### config.mk
export PLATFORM = sky130hd
export DESIGN_NAME = mandelbrot_escape_time
export DESIGN_NICKNAME = d
export VERILOG_FILES = /design/src/hw/rtl/mbe_pkg.sv /design/src/hw/rtl/mandelbrot_escape_time.sv /design/src/hw/rtl/mbe_mac.sv
export SDC_FILE = /design/constraint.sdc
export NUM_CORES = 2
export LEC_CHECK = 0
export BUFFER_PORTS_ARGS = -buffer_cell sky130_fd_sc_hd__buf_2
export CELL_PAD_IN_SITES_DETAIL_PLACEMENT = 1
export CELL_PAD_IN_SITES_GLOBAL_PLACEMENT = 2
export CORE_MARGIN = 1.5
export CORE_UTILIZATION = 46
export CTS_BUF_LIST = sky130_fd_sc_hd__clkbuf_16
export DETAILED_ROUTE_END_ITERATION = 10
export GPL_TIMING_DRIVEN = 0
export PLACE_DENSITY = 0.9
export SETUP_SLACK_MARGIN = 0.1
export SYNTH_ARGS = -nofsm -noshare
export SYNTH_HDL_FRONTEND = slang
export SYNTH_SLANG_ARGS = --single-unit
### constraint.sdc
create_clock -name clk -period 26.3 [get_ports clk]
set_clock_uncertainty 0.05 [all_clocks]
set_input_delay 1.315 -clock clk [delete_from_list [all_inputs] [get_ports clk]]
set_output_delay 1.315 -clock clk [all_outputs]
set_load 0.02 [all_outputs]
### src/hw/rtl/mbe_pkg.sv
// shared types, constants and saturating helpers for the escape-time block
// used by mbe_mac and mandelbrot_escape_time; no dependencies
package mbe_pkg;

	localparam int FRACTION_BITS = 42;
	localparam int COORD_BITS    = 12;

	localparam int VAL_W     = 48;
	localparam int STEP_W    = 47;
	localparam int HALF_W    = 24;
	localparam int PROD_W    = 2 * HALF_W;
	localparam int ACC_W     = (FRACTION_BITS + VAL_W > 96) ? FRACTION_BITS + VAL_W : 96;
	localparam int ITER_W    = 16;
	localparam int PAL_W     = 9;
	localparam int PIDX_W    = 8;
	localparam int CFG_IDX_W = 3;

	typedef logic signed [VAL_W-1:0] val_t;
	typedef logic [VAL_W-1:0]        mag_t;

	localparam val_t VAL_MAX = {1'b0, {(VAL_W-1){1'b1}}};
	localparam val_t VAL_MIN = {1'b1, {(VAL_W-1){1'b0}}};

	localparam logic signed [63:0] ESC_LIMIT = 64'sd4 <<< FRACTION_BITS;

	localparam logic [CFG_IDX_W-1:0] REG_ORIGIN_X = 3'd0;
	localparam logic [CFG_IDX_W-1:0] REG_ORIGIN_Y = 3'd1;
	localparam logic [CFG_IDX_W-1:0] REG_STEP_X   = 3'd2;
	localparam logic [CFG_IDX_W-1:0] REG_STEP_Y   = 3'd3;
	localparam logic [CFG_IDX_W-1:0] REG_MAX_ITER = 3'd4;
	localparam logic [CFG_IDX_W-1:0] REG_PALETTE  = 3'd5;

	localparam val_t               ORIGIN_X_RST = -48'sd10995116277760;
	localparam val_t               ORIGIN_Y_RST = -48'sd6597069766656;
	localparam logic [STEP_W-1:0]  STEP_RST     = 47'd4294967296;
	localparam logic [ITER_W-1:0]  MAX_ITER_RST = 16'd256;
	localparam logic [PAL_W-1:0]   PALETTE_RST  = 9'd256;

	localparam logic [1:0] SH_NONE    = 2'd0;
	localparam logic [1:0] SH_HALF    = 2'd1;
	localparam logic [1:0] SH_HALF_X2 = 2'd2;
	localparam logic [1:0] SH_FULL    = 2'd3;

	localparam logic [2:0] DST_CX = 3'd0;
	localparam logic [2:0] DST_CY = 3'd1;
	localparam logic [2:0] DST_XX = 3'd2;
	localparam logic [2:0] DST_YY = 3'd3;
	localparam logic [2:0] DST_W  = 3'd4;

	typedef struct packed {
		logic       valid;
		logic       first;
		logic       last;
		logic [1:0] shift;
		logic [2:0] dst;
	} mac_tag_t;

	typedef struct packed {
		logic       valid;
		logic [2:0] dst;
		val_t       data;
	} mac_wr_t;

	function automatic val_t sat_add(val_t a, val_t b);
		logic [VAL_W:0] s;
		s = {a[VAL_W-1], a} + {b[VAL_W-1], b};
		if (s[VAL_W] != s[VAL_W-1]) begin
			sat_add = s[VAL_W] ? VAL_MIN : VAL_MAX;
		end else begin
			sat_add = s[VAL_W-1:0];
		end
	endfunction

	function automatic val_t sat_sub(val_t a, val_t b);
		logic [VAL_W:0] s;
		s = {a[VAL_W-1], a} - {b[VAL_W-1], b};
		if (s[VAL_W] != s[VAL_W-1]) begin
			sat_sub = s[VAL_W] ? VAL_MIN : VAL_MAX;
		end else begin
			sat_sub = s[VAL_W-1:0];
		end
	endfunction

	function automatic mag_t mag(val_t v);
		mag = v[VAL_W-1] ? (~v + 1'b1) : v;
	endfunction

endpackage

### src/hw/rtl/mandelbrot_escape_time.sv
// top level of the escape-time evaluator: sequencer, registers, result strobe
// depends on mbe_pkg and mbe_mac
//
// usage:
//   config: cfg_valid/cfg_ready write channel, cfg_index selects origin_x,
//   origin_y, step_x, step_y, max_iterations, palette_size (0..5); other
//   indexes are ignored. cfg_ready is always high. write only while idle.
//   request: pulse start with pixel_col/pixel_row while busy is low.
//   the pixel maps to c = origin + index*step in signed Q6.42 and z = z^2 + c
//   runs from z = 0 until the limit is reached or |z|^2 exceeds 4.
//   result: done is high for one cycle with iteration_count, escaped and
//   palette_index; the receiver cannot stall, so nothing waits on it.
//   sequence: the coordinates are formed first, then each iteration runs the
//   add states, the passes through the single 24x24 multiplier (three squares
//   of three partial products each), a test and a wait that lets the last
//   product land; done rises after the test that stops. busy drops in the done
//   cycle, so the next request can be taken right then; no new request is
//   taken while busy.
//   reset: config registers go to their defaults, the block is idle, no result.
module mandelbrot_escape_time (
	input  logic                             clk,
	input  logic                             arst_n,
	input  logic                             start,
	output logic                             busy,
	input  logic [mbe_pkg::COORD_BITS-1:0]   pixel_col,
	input  logic [mbe_pkg::COORD_BITS-1:0]   pixel_row,
	input  logic                             cfg_valid,
	output logic                             cfg_ready,
	input  logic [mbe_pkg::CFG_IDX_W-1:0]    cfg_index,
	input  logic [mbe_pkg::VAL_W-1:0]        cfg_data,
	output logic                             done,
	output logic [mbe_pkg::ITER_W-1:0]       iteration_count,
	output logic                             escaped,
	output logic [mbe_pkg::PIDX_W-1:0]       palette_index
);
	import mbe_pkg::*;

	localparam logic [2:0] S_IDLE  = 3'd0;
	localparam logic [2:0] S_COORD = 3'd1;
	localparam logic [2:0] S_WAIT  = 3'd2;
	localparam logic [2:0] S_ADD1  = 3'd3;
	localparam logic [2:0] S_ADD2  = 3'd4;
	localparam logic [2:0] S_ADD3  = 3'd5;
	localparam logic [2:0] S_MUL   = 3'd6;
	localparam logic [2:0] S_TEST  = 3'd7;

	logic [2:0]            state_q;
	logic [1:0]            part_q;
	logic [1:0]            sq_q;
	logic [COORD_BITS-1:0] col_q;
	logic [COORD_BITS-1:0] row_q;

	val_t                  origin_x_q;
	val_t                  origin_y_q;
	logic [STEP_W-1:0]     step_x_q;
	logic [STEP_W-1:0]     step_y_q;
	logic [ITER_W-1:0]     max_iter_q;
	logic [PAL_W-1:0]      pal_q;

	val_t                  cx_q, cy_q, xx_q, yy_q, w_q, ss_q;
	val_t                  d1_q, d2_q, x1_q, y1_q, s_q;
	mag_t                  mx_q, my_q, ms_q;
	logic [ITER_W-1:0]     iter_q;
	logic [PAL_W-1:0]      rem_q;

	logic                  done_q;
	logic [ITER_W-1:0]     count_out_q;
	logic                  esc_out_q;
	logic [PIDX_W-1:0]     pidx_out_q;

	logic                  accept;
	logic [ITER_W-1:0]     count_next;
	logic [PAL_W-1:0]      rem_inc;
	logic [PAL_W-1:0]      rem_next;
	val_t                  ss_next;
	logic signed [63:0]    ss_wide;
	logic                  hit_limit;
	logic                  esc_hit;
	logic                  stop;

	mac_tag_t              tag;
	logic [HALF_W-1:0]     op_a;
	logic [HALF_W-1:0]     op_b;
	mac_wr_t               wr;
	logic [COORD_BITS-1:0] coord_idx;
	logic [STEP_W-1:0]     coord_step;
	mag_t                  sq_mag;

	assign busy      = (state_q != S_IDLE);
	assign accept    = start && !busy;
	assign cfg_ready = 1'b1;

	assign done            = done_q;
	assign iteration_count = count_out_q;
	assign escaped         = esc_out_q;
	assign palette_index   = pidx_out_q;

	always_ff @(posedge clk or negedge arst_n) begin
		if (!arst_n) begin
			origin_x_q <= ORIGIN_X_RST;
			origin_y_q <= ORIGIN_Y_RST;
			step_x_q   <= STEP_RST;
			step_y_q   <= STEP_RST;
			max_iter_q <= MAX_ITER_RST;
			pal_q      <= PALETTE_RST;
		end else if (cfg_valid && cfg_ready) begin
			case (cfg_index)
				REG_ORIGIN_X: origin_x_q <= cfg_data;
				REG_ORIGIN_Y: origin_y_q <= cfg_data;
				REG_STEP_X:   step_x_q   <= cfg_data[STEP_W-1:0];
				REG_STEP_Y:   step_y_q   <= cfg_data[STEP_W-1:0];
				REG_MAX_ITER: max_iter_q <= cfg_data[ITER_W-1:0];
				REG_PALETTE:  pal_q      <= cfg_data[PAL_W-1:0];
				default: ;
			endcase
		end
	end

	always_comb begin
		count_next = iter_q + 1'b1;
		rem_inc    = rem_q + 1'b1;
		rem_next   = (rem_inc == pal_q) ? '0 : rem_inc;
		ss_next    = sat_add(xx_q, yy_q);
		ss_wide    = 64'(ss_next);
		hit_limit  = (count_next >= max_iter_q);
		esc_hit    = (ss_wide > ESC_LIMIT);
		stop       = hit_limit || esc_hit;
	end

	// operand and tag selection for the shared multiplier
	always_comb begin
		coord_idx  = sq_q[0] ? row_q : col_q;
		coord_step = sq_q[0] ? step_y_q : step_x_q;
		case (sq_q)
			2'd0:    sq_mag = mx_q;
			2'd1:    sq_mag = my_q;
			default: sq_mag = ms_q;
		endcase
		tag  = '0;
		op_a = '0;
		op_b = '0;
		case (state_q)
			S_COORD: begin
				tag.valid = 1'b1;
				tag.first = !part_q[0];
				tag.last  = part_q[0];
				tag.shift = part_q[0] ? SH_HALF : SH_NONE;
				tag.dst   = sq_q[0] ? DST_CY : DST_CX;
				op_a      = HALF_W'(coord_idx);
				op_b      = part_q[0] ? HALF_W'(coord_step[STEP_W-1:HALF_W])
				                      : coord_step[HALF_W-1:0];
			end
			S_MUL: begin
				tag.valid = 1'b1;
				case (sq_q)
					2'd0:    tag.dst = DST_XX;
					2'd1:    tag.dst = DST_YY;
					default: tag.dst = DST_W;
				endcase
				case (part_q)
					2'd0: begin
						tag.first = 1'b1;
						tag.shift = SH_NONE;
						op_a      = sq_mag[HALF_W-1:0];
						op_b      = sq_mag[HALF_W-1:0];
					end
					2'd1: begin
						tag.shift = SH_HALF_X2;
						op_a      = sq_mag[VAL_W-1:HALF_W];
						op_b      = sq_mag[HALF_W-1:0];
					end
					default: begin
						tag.last  = 1'b1;
						tag.shift = SH_FULL;
						op_a      = sq_mag[VAL_W-1:HALF_W];
						op_b      = sq_mag[VAL_W-1:HALF_W];
					end
				endcase
			end
			default: ;
		endcase
	end

	mbe_mac u_mac (
		.clk      (clk),
		.arst_n   (arst_n),
		.tag      (tag),
		.op_a     (op_a),
		.op_b     (op_b),
		.origin_x (origin_x_q),
		.origin_y (origin_y_q),
		.wr       (wr)
	);

	always_ff @(posedge clk or negedge arst_n) begin
		if (!arst_n) begin
			state_q <= S_IDLE;
			part_q  <= '0;
			sq_q    <= '0;
			iter_q  <= '0;
			rem_q   <= '0;
			done_q  <= 1'b0;
		end else begin
			done_q <= 1'b0;
			case (state_q)
				S_IDLE: begin
					if (start) begin
						part_q  <= '0;
						sq_q    <= '0;
						iter_q  <= '0;
						rem_q   <= '0;
						state_q <= S_COORD;
					end
				end
				S_COORD: begin
					if (part_q[0]) begin
						part_q <= '0;
						if (sq_q[0]) begin
							sq_q    <= '0;
							state_q <= S_WAIT;
						end else begin
							sq_q <= 2'd1;
						end
					end else begin
						part_q <= 2'd1;
					end
				end
				S_WAIT: state_q <= S_ADD1;
				S_ADD1: state_q <= S_ADD2;
				S_ADD2: state_q <= S_ADD3;
				S_ADD3: begin
					part_q  <= '0;
					sq_q    <= '0;
					state_q <= S_MUL;
				end
				S_MUL: begin
					if (part_q == 2'd2) begin
						part_q <= '0;
						if (sq_q == 2'd2) begin
							sq_q    <= '0;
							state_q <= S_TEST;
						end else begin
							sq_q <= sq_q + 1'b1;
						end
					end else begin
						part_q <= part_q + 1'b1;
					end
				end
				S_TEST: begin
					iter_q <= count_next;
					rem_q  <= rem_next;
					if (stop) begin
						done_q  <= 1'b1;
						state_q <= S_IDLE;
					end else begin
						state_q <= S_WAIT;
					end
				end
				default: state_q <= S_IDLE;
			endcase
		end
	end

	// iterate registers: xx, yy, w and ss cleared per request; c and squares loaded from the mac, ss in the test state
	always_ff @(posedge clk) begin
		if (accept) begin
			xx_q <= '0;
			yy_q <= '0;
			w_q  <= '0;
			ss_q <= '0;
		end else begin
			if (wr.valid) begin
				case (wr.dst)
					DST_CX:  cx_q <= wr.data;
					DST_CY:  cy_q <= wr.data;
					DST_XX:  xx_q <= wr.data;
					DST_YY:  yy_q <= wr.data;
					DST_W:   w_q  <= wr.data;
					default: ;
				endcase
			end
			if (state_q == S_TEST) begin
				ss_q <= ss_next;
			end
		end
	end

	always_ff @(posedge clk) begin
		if (accept) begin
			col_q <= pixel_col;
			row_q <= pixel_row;
		end
		case (state_q)
			S_ADD1: begin
				d1_q <= sat_sub(xx_q, yy_q);
				d2_q <= sat_sub(w_q, ss_q);
			end
			S_ADD2: begin
				x1_q <= sat_add(d1_q, cx_q);
				y1_q <= sat_add(d2_q, cy_q);
			end
			S_ADD3: begin
				s_q  <= sat_add(x1_q, y1_q);
				mx_q <= mag(x1_q);
				my_q <= mag(y1_q);
			end
			S_MUL: ms_q <= mag(s_q);
			S_TEST: begin
				if (stop) begin
					count_out_q <= count_next;
					esc_out_q   <= !hit_limit;
					pidx_out_q  <= (!hit_limit && (pal_q != '0)) ? rem_next[PIDX_W-1:0] : '0;
				end
			end
			default: ;
		endcase
	end

	a_done_idle: assert property (@(posedge clk) disable iff (!arst_n)
		done |-> !busy)
		else $error("result strobe while still busy");

	a_done_after_work: assert property (@(posedge clk) disable iff (!arst_n)
		done |-> $past(busy))
		else $error("result strobe without a request in progress");

	a_accept_busy: assert property (@(posedge clk) disable iff (!arst_n)
		(start && !busy) |=> busy)
		else $error("request accepted but block not busy");

	a_escape_count: assert property (@(posedge clk) disable iff (!arst_n)
		(done && escaped) |-> (iteration_count < max_iter_q))
		else $error("escaped result at or above the iteration limit");

	a_inside_index: assert property (@(posedge clk) disable iff (!arst_n)
		(done && !escaped) |-> (palette_index == '0))
		else $error("nonzero palette index for an inside point");

endmodule

### src/hw/rtl/mbe_mac.sv
// shared 24x24 multiply-accumulate unit with square and coordinate finishing
// depends on mbe_pkg
module mbe_mac (
	input  logic             clk,
	input  logic             arst_n,
	input  mbe_pkg::mac_tag_t tag,
	input  logic [mbe_pkg::HALF_W-1:0] op_a,
	input  logic [mbe_pkg::HALF_W-1:0] op_b,
	input  mbe_pkg::val_t    origin_x,
	input  mbe_pkg::val_t    origin_y,
	output mbe_pkg::mac_wr_t wr
);
	import mbe_pkg::*;

	logic [PROD_W-1:0] prod_s1;
	mac_tag_t          tag_s1;
	mac_tag_t          tag_s2;
	logic [ACC_W-1:0]  acc_s2;
	logic [ACC_W-1:0]  term;
	logic [ACC_W-1:0]  acc_sum;
	logic              sq_ovf;
	val_t              sq_val;
	logic              p_big;
	logic [VAL_W:0]    p_cap;
	val_t              origin;
	logic [VAL_W+1:0]  csum;
	val_t              coord_val;

	always_ff @(posedge clk) begin
		prod_s1 <= op_a * op_b;
	end

	always_ff @(posedge clk or negedge arst_n) begin
		if (!arst_n) begin
			tag_s1 <= '0;
			tag_s2 <= '0;
		end else begin
			tag_s1 <= tag;
			tag_s2 <= tag_s1;
		end
	end

	always_comb begin
		case (tag_s1.shift)
			SH_NONE:    term = ACC_W'(prod_s1);
			SH_HALF:    term = ACC_W'(prod_s1) << HALF_W;
			SH_HALF_X2: term = ACC_W'(prod_s1) << (HALF_W + 1);
			SH_FULL:    term = ACC_W'(prod_s1) << (2 * HALF_W);
			default:    term = '0;
		endcase
		acc_sum = (tag_s1.first ? '0 : acc_s2) + term;
	end

	always_ff @(posedge clk) begin
		if (tag_s1.valid) begin
			acc_s2 <= acc_sum;
		end
	end

	// square: drop fraction bits, clamp to the positive limit
	always_comb begin
		sq_ovf = |acc_s2[ACC_W-1:FRACTION_BITS+VAL_W-1];
		sq_val = sq_ovf ? VAL_MAX : {1'b0, acc_s2[FRACTION_BITS+VAL_W-2:FRACTION_BITS]};
	end

	// coordinate: cap index*step, add origin, saturate
	always_comb begin
		p_big  = (|acc_s2[ACC_W-1:VAL_W+1]) || (acc_s2[VAL_W] && (|acc_s2[VAL_W-1:0]));
		p_cap  = p_big ? {1'b1, {VAL_W{1'b0}}} : acc_s2[VAL_W:0];
		origin = (tag_s2.dst == DST_CY) ? origin_y : origin_x;
		csum   = {{2{origin[VAL_W-1]}}, origin} + {1'b0, p_cap};
		if ((csum[VAL_W+1] == csum[VAL_W]) && (csum[VAL_W] == csum[VAL_W-1])) begin
			coord_val = csum[VAL_W-1:0];
		end else begin
			coord_val = csum[VAL_W+1] ? VAL_MIN : VAL_MAX;
		end
	end

	always_comb begin
		wr.valid = tag_s2.valid && tag_s2.last;
		wr.dst   = tag_s2.dst;
		wr.data  = ((tag_s2.dst == DST_CX) || (tag_s2.dst == DST_CY)) ? coord_val : sq_val;
	end

endmodule

### After elaboration in Yosys (flattened, before gate mapping)

Cells that the tools add are included.

* add/sub/neg operators: 15
* multipliers: 1
* magnitude comparators: 2
* eq/ne operators: 37
* mux-type cells: 61
* bitwise gates (word level): 4
* reduce and logical (&&, ||, !) cells: 41

Operator list (count)
* 48-bit 2-to-1 mux: 16
* 96-bit one-hot mux with 4 select lines: 1
* 47-bit 2-to-1 mux: 5
* 48-bit by 48-bit adder with 49-bit output: 4
* 48-bit by 1-bit adder with 48-bit output, second input constant: 3
* 48-bit NOT: 3
* 48-bit by 48-bit subtractor with 49-bit output: 2
* 96-bit adder: 1
* 96-bit 2-to-1 mux: 1
* 24-bit one-hot mux with 2 select lines: 2
* 48-bit one-hot mux with 2 select lines: 1
* 24-bit 2-to-1 mux: 3
* 50-bit by 49-bit adder with 50-bit output: 1
* 49-bit 2-to-1 mux: 1
* 48-bit by 46-bit > comparator with 1-bit output, second input constant: 1
* 24-bit by 24-bit multiplier with 48-bit output: 1
* 48-bit OR reduction: 1
* 47-bit OR reduction: 1
* 16-bit one-hot mux with 2 select lines: 1
* 3-bit one-hot mux with 8 select lines: 1
* 2-bit AND reduction: 12
* 3-bit == test, second input constant: 7
* 3-bit by 2-bit == test with 1-bit output, second input constant: 6
* 9-bit 2-to-1 mux: 2
* other kinds (36): 84

* register bits after elaboration: 1126
* input bits: 79
* output and inout bits: 28
* logic and storage cells: 205

### Longest topological paths before layout

* depth after elaboration: 9
* gate-level depth with buffers: 38
* gate-level depth less buffers: 33

### Modules after synthesis

A second synthesis with hierarchy kept.

* cell total of the unflattened synthesis: 9729
* area, all modules: 91551.6 um^2

By module, submodules not included
* mandelbrot_escape_time: times used 1, cells each 5406, area each 55220.5 um^2, seq. area each 25954.9 um^2
* mbe_mac: times used 1, cells each 4323, area each 36331.1 um^2, seq. area each 4169.0 um^2

### Least setup slack after synthesis

Ideal clock, no wire load.

* path kind: reg-to-reg
* from: reg state_q[2]
* to: reg mx_q[0] (enable)
* library setup time: 854 ps
* data arrival time: 11234 ps
* required time: 25396 ps
* slack: 14162 ps
* cell stages (with the launch flop): 4
* path buffers: 2
* clock period less this slack: 12138 ps
* cell sequence: dfrtp_1 -> clkbuf_1 -> clkbuf_1 -> nor3b_1

* longest elaborated chain between the ends: 1

RTL lines
* from (decl): RTL line mandelbrot_escape_time.sv:47 `logic [2:0] state_q;`
* from (signal assigned): RTL line mandelbrot_escape_time.sv:197 `state_q <= S_IDLE;`
* from (signal assigned): RTL line mandelbrot_escape_time.sv:212 `state_q <= S_COORD;`
* from (signal assigned): RTL line mandelbrot_escape_time.sv:220 `state_q <= S_WAIT;`
* 3-bit == test: RTL line mandelbrot_escape_time.sv:293 `case (state_q)`
* to (signal assigned): RTL line mandelbrot_escape_time.sv:304 `mx_q <= mag(x1_q);`
* to (decl): RTL line mandelbrot_escape_time.sv:62 `mag_t mx_q, my_q, ms_q;`

Every way passes these cells.
A chain may end at the register's enable or synchronous reset.

### Final worst setup path

* from: reg sq_q[0]
* to: reg u_mac.prod_s1[46]

* longest elaborated chain between the ends: 5
* elaborated cells on any way between the ends: 11
* those cells by class: 1 x mul; 1 x eq/ne; 8 x mux; 1 x reduce/logical

RTL lines
* from (decl): RTL line mandelbrot_escape_time.sv:49 `logic [1:0] sq_q;`
* from (signal assigned): RTL line mandelbrot_escape_time.sv:243 `sq_q <= sq_q + 1'b1;`
* 2-bit by 1-bit == test with 1-bit output / 2-bit zero test (equally long branches): RTL line mandelbrot_escape_time.sv:134 `case (sq_q)`
* 48-bit one-hot mux with 2 select lines: RTL line mandelbrot_escape_time.sv:134
* 24-bit 2-to-1 mux: RTL line mandelbrot_escape_time.sv:160 `case (part_q)`
* 24-bit one-hot mux with 2 select lines: RTL line mandelbrot_escape_time.sv:142 `case (state_q)`
* 24-bit by 24-bit multiplier with 48-bit output *: RTL line mbe_mac.sv:30 `prod_s1 <= op_a * op_b;`
* to (signal assigned): RTL line mbe_mac.sv:30
* to (decl): RTL line mbe_mac.sv:15 `logic [PROD_W-1:0] prod_s1;`

Every way passes the cells marked *; elsewhere a longest branch is shown, timed or not.

==> impl_metrics.env <==
export IMPL_slew_violations=15
export IMPL_fin_util=0.509
export IMPL_setup_violations=0
export IMPL_largest_register="u_mac.acc_s2"
export IMPL_start_util=0.463
export IMPL_max_vdd_ir_drop_uv=93.4
export IMPL_cts_clk_slew_worst_paths_ns=0.08
export IMPL_clkSinkCount=1125
export IMPL_endpoint_kind="flip-flop"
export IMPL_synth_area_per_cell_um2=9.40
export IMPL_postRouteAntennaNets=0
export IMPL_leakage_uw=0.0415
export IMPL_cts_root_buf="clkbuf_16"
export IMPL_fin_crit_sh=0.533
export IMPL_synth_area_leaders="edfxtp_1, fa_1, ha_1"
export IMPL_synth_edf_count=625
export IMPL_fmax_mhz=71.3
export IMPL_fp_dieW_um=446
export IMPL_drive_gt1_frac=0.0753
export IMPL_dr_pass1_iters=6
export IMPL_rsz0062_at_grt="no"
export IMPL_final_cells=12600
export IMPL_io_pins=107
export IMPL_fp_row_count=162
export IMPL_drtIter0Drc=6760
export IMPL_synth_top_area_cell="edfxtp_1"
export IMPL_fin_area_um2=99100
export IMPL_arrival_ns=14.61
export IMPL_cts_tree="done"
export IMPL_crit_family="buffers and inverters"
export IMPL_tightest_slew_ns=1.55
export IMPL_die_height_um=446
export IMPL_synth_area_um2=90100
export IMPL_status="complete, but fails checks"
export IMPL_ys_types=94
export IMPL_tns_ns=0
export IMPL_required_ns=26.88
export IMPL_cp_slowest_cell="buf_1"
export IMPL_violations="max-capacitance violations, max-slew violations"
export IMPL_htreeDepth=4
export IMPL_yosysSeqAreaShare=0.334
export IMPL_fin_crit_ns=14.03
export IMPL_synthFlopType="edfxtp_1"
export IMPL_start_kind="flip-flop"
export IMPL_grt_ovfl_total=0
export IMPL_num_fill_cells=22100
export IMPL_critical_path_class="reg -> reg"
export IMPL_grt_pass1_wl_mm=540
export IMPL_finalHoldViolCount=0
export IMPL_hold_path_class="in -> async"
export IMPL_slew_headroom=-0.0405
export IMPL_dpl_cell_count=12400
export IMPL_ctsHoldBuffers=0
export IMPL_final_cell_mix="inv_1, nand2_1, a21oi_1"
export IMPL_syn_nets=10800
export IMPL_grt_max_degree=130
export IMPL_gp_congestion=0.999
export IMPL_synth_seq_cells=1125
export IMPL_powerDensity_nw_per_um2=139
export IMPL_antenna_found_initial=46
export IMPL_worstSkewPairLatency_ns=0.86
export IMPL_register_area_um2=30100
export IMPL_max_cap_violations=3
export IMPL_postCtsSetupBuffers=0
export IMPL_worst_path_buf_inv=12
export IMPL_ctsResizeCount=0
export IMPL_whs_ns=0.246
export IMPL_multiInputGateArea_um2=55000
export IMPL_place_hpwl_mm=302
export IMPL_worstPathMaxFanout=10
export IMPL_yosysWarnings=0
export IMPL_fin_nets=11100
export IMPL_largest_reg_flops=96
export IMPL_wl_per_cell_um=29.3
export IMPL_syn_to_final_growth_pct=9.99
export IMPL_coreArea_um2=195000
export IMPL_final_common_cell="inv_1"
export IMPL_port_buffers=105
export IMPL_track_usage=0.370
export IMPL_synth_cells=9586
export IMPL_postPlaceCellArea_um2=94700
export IMPL_postSynth_asyncResetShare=0.231
export IMPL_drc=0
export IMPL_vias=77000
export IMPL_synth_top_area_frac=0.208
export IMPL_via_per_inst=6.09
export IMPL_cts_buffers=135
export IMPL_wl_mm=370
export IMPL_worst_path_largest_cell_delay_ns=1.10
export IMPL_fp_dieArea_um2=199000
export IMPL_first_global_vias=79600
export IMPL_cts_buffer_depth=3
## cells by family after synthesis
logic type                 after synthesis  share of synthesized area
xor gates and xnor gates               593                     0.0576
AOI/OAI and AO/OA                     2391                      0.168
DFF                                   1125                      0.334
other                                    1                  0.0000416
muxes                                  343                     0.0449
adders and majority gates             1165                      0.201
buffers and inverters                 1380                     0.0576
and+or+nand+nor                       2588                      0.136
## power by group
part           internal, µW  leakage, µW  switching, µW
sequential             2880       0.0109            596
combinational          2780       0.0284           5680
clock                  1040      0.00221            850
## through the flow
stage | worst slack (ns) | total power [µW]
after floorplan | 14.16 | 8380
after global placement | 10.41 | 11300
after detailed placement | 12.61 | 11600
after CTS | 12.48 | 13600
after global routing | 11.90 | 14500
final | 12.27 | 13800
## area by class of cell
type,instances,share of cell area
multi-input cells,7081,0.555
flip-flops and latches,1125,0.304
clock buffers,136,0.0343
inverters,893,0.0338
well taps,2624,0.0331
plain buffers,487,0.0186
repair buffers,151,0.0114
clock inverters,111,0.00967
diodes,26,0.000657
## per-layer routing
layer | global-route usage | up-vias | share of wire
li1 | - | 34200 | -
met1 | 0.489 | 39000 | 0.42
met2 | 0.566 | 3045 | 0.44
met3 | 0.0809 | 764 | 0.086
met4 | 0.196 | 16 | 0.062
met5 | 0 | - | 0.00026
## path summary, 6_finish.rpt
path                       slack [ns]            start  depth (start not counted)                 to
setup / recovery                12.27          sq_q[0]                         36  u_mac.prod_s1[46]
hold / removal                   0.25           arst_n                          1           rem_q[8]
setup reg to reg                12.27          sq_q[0]                         36  u_mac.prod_s1[46]
hold reg to reg                  0.30  u_mac.tag_s1[1]                          0       u_mac.wr[49]
max in group asynchronous       24.37           arst_n                          3          iter_q[9]
min in group clk                 0.30  u_mac.tag_s1[1]                          0       u_mac.wr[49]
## synthesized netlist by cell type, types with 22 or more instances
cell type	n
a221oi_1	22
nand3_1	131
nor2b_1	176
edfxtp_1	625
o21ai_0	488
mux4_2	23
a31oi_1	65
buf_1	36
dfrtp_1	244
fa_1	490
mux2i_1	58
and3_1	137
a21oi_1	755
nand3b_1	25
nor4_1	57
a211o_1	29
xnor2_1	438
xor2_1	155
nor3_1	78
ha_1	629
a211oi_1	194
inv_1	892
nand4_1	82
mux2_2	262
nand2b_1	80
or4_1	24
a21o_1	259
dfxtp_1	240
maj3_1	46
o21bai_1	73
nor2_1	687
clkbuf_1	446
o41ai_1	28
or3_1	54
o211ai_1	70
o21a_1	56
nand2_1	849
o22ai_1	53
o31ai_1	79
and2_1	145
No activity file was read; power rests on OpenSTA's default activity.
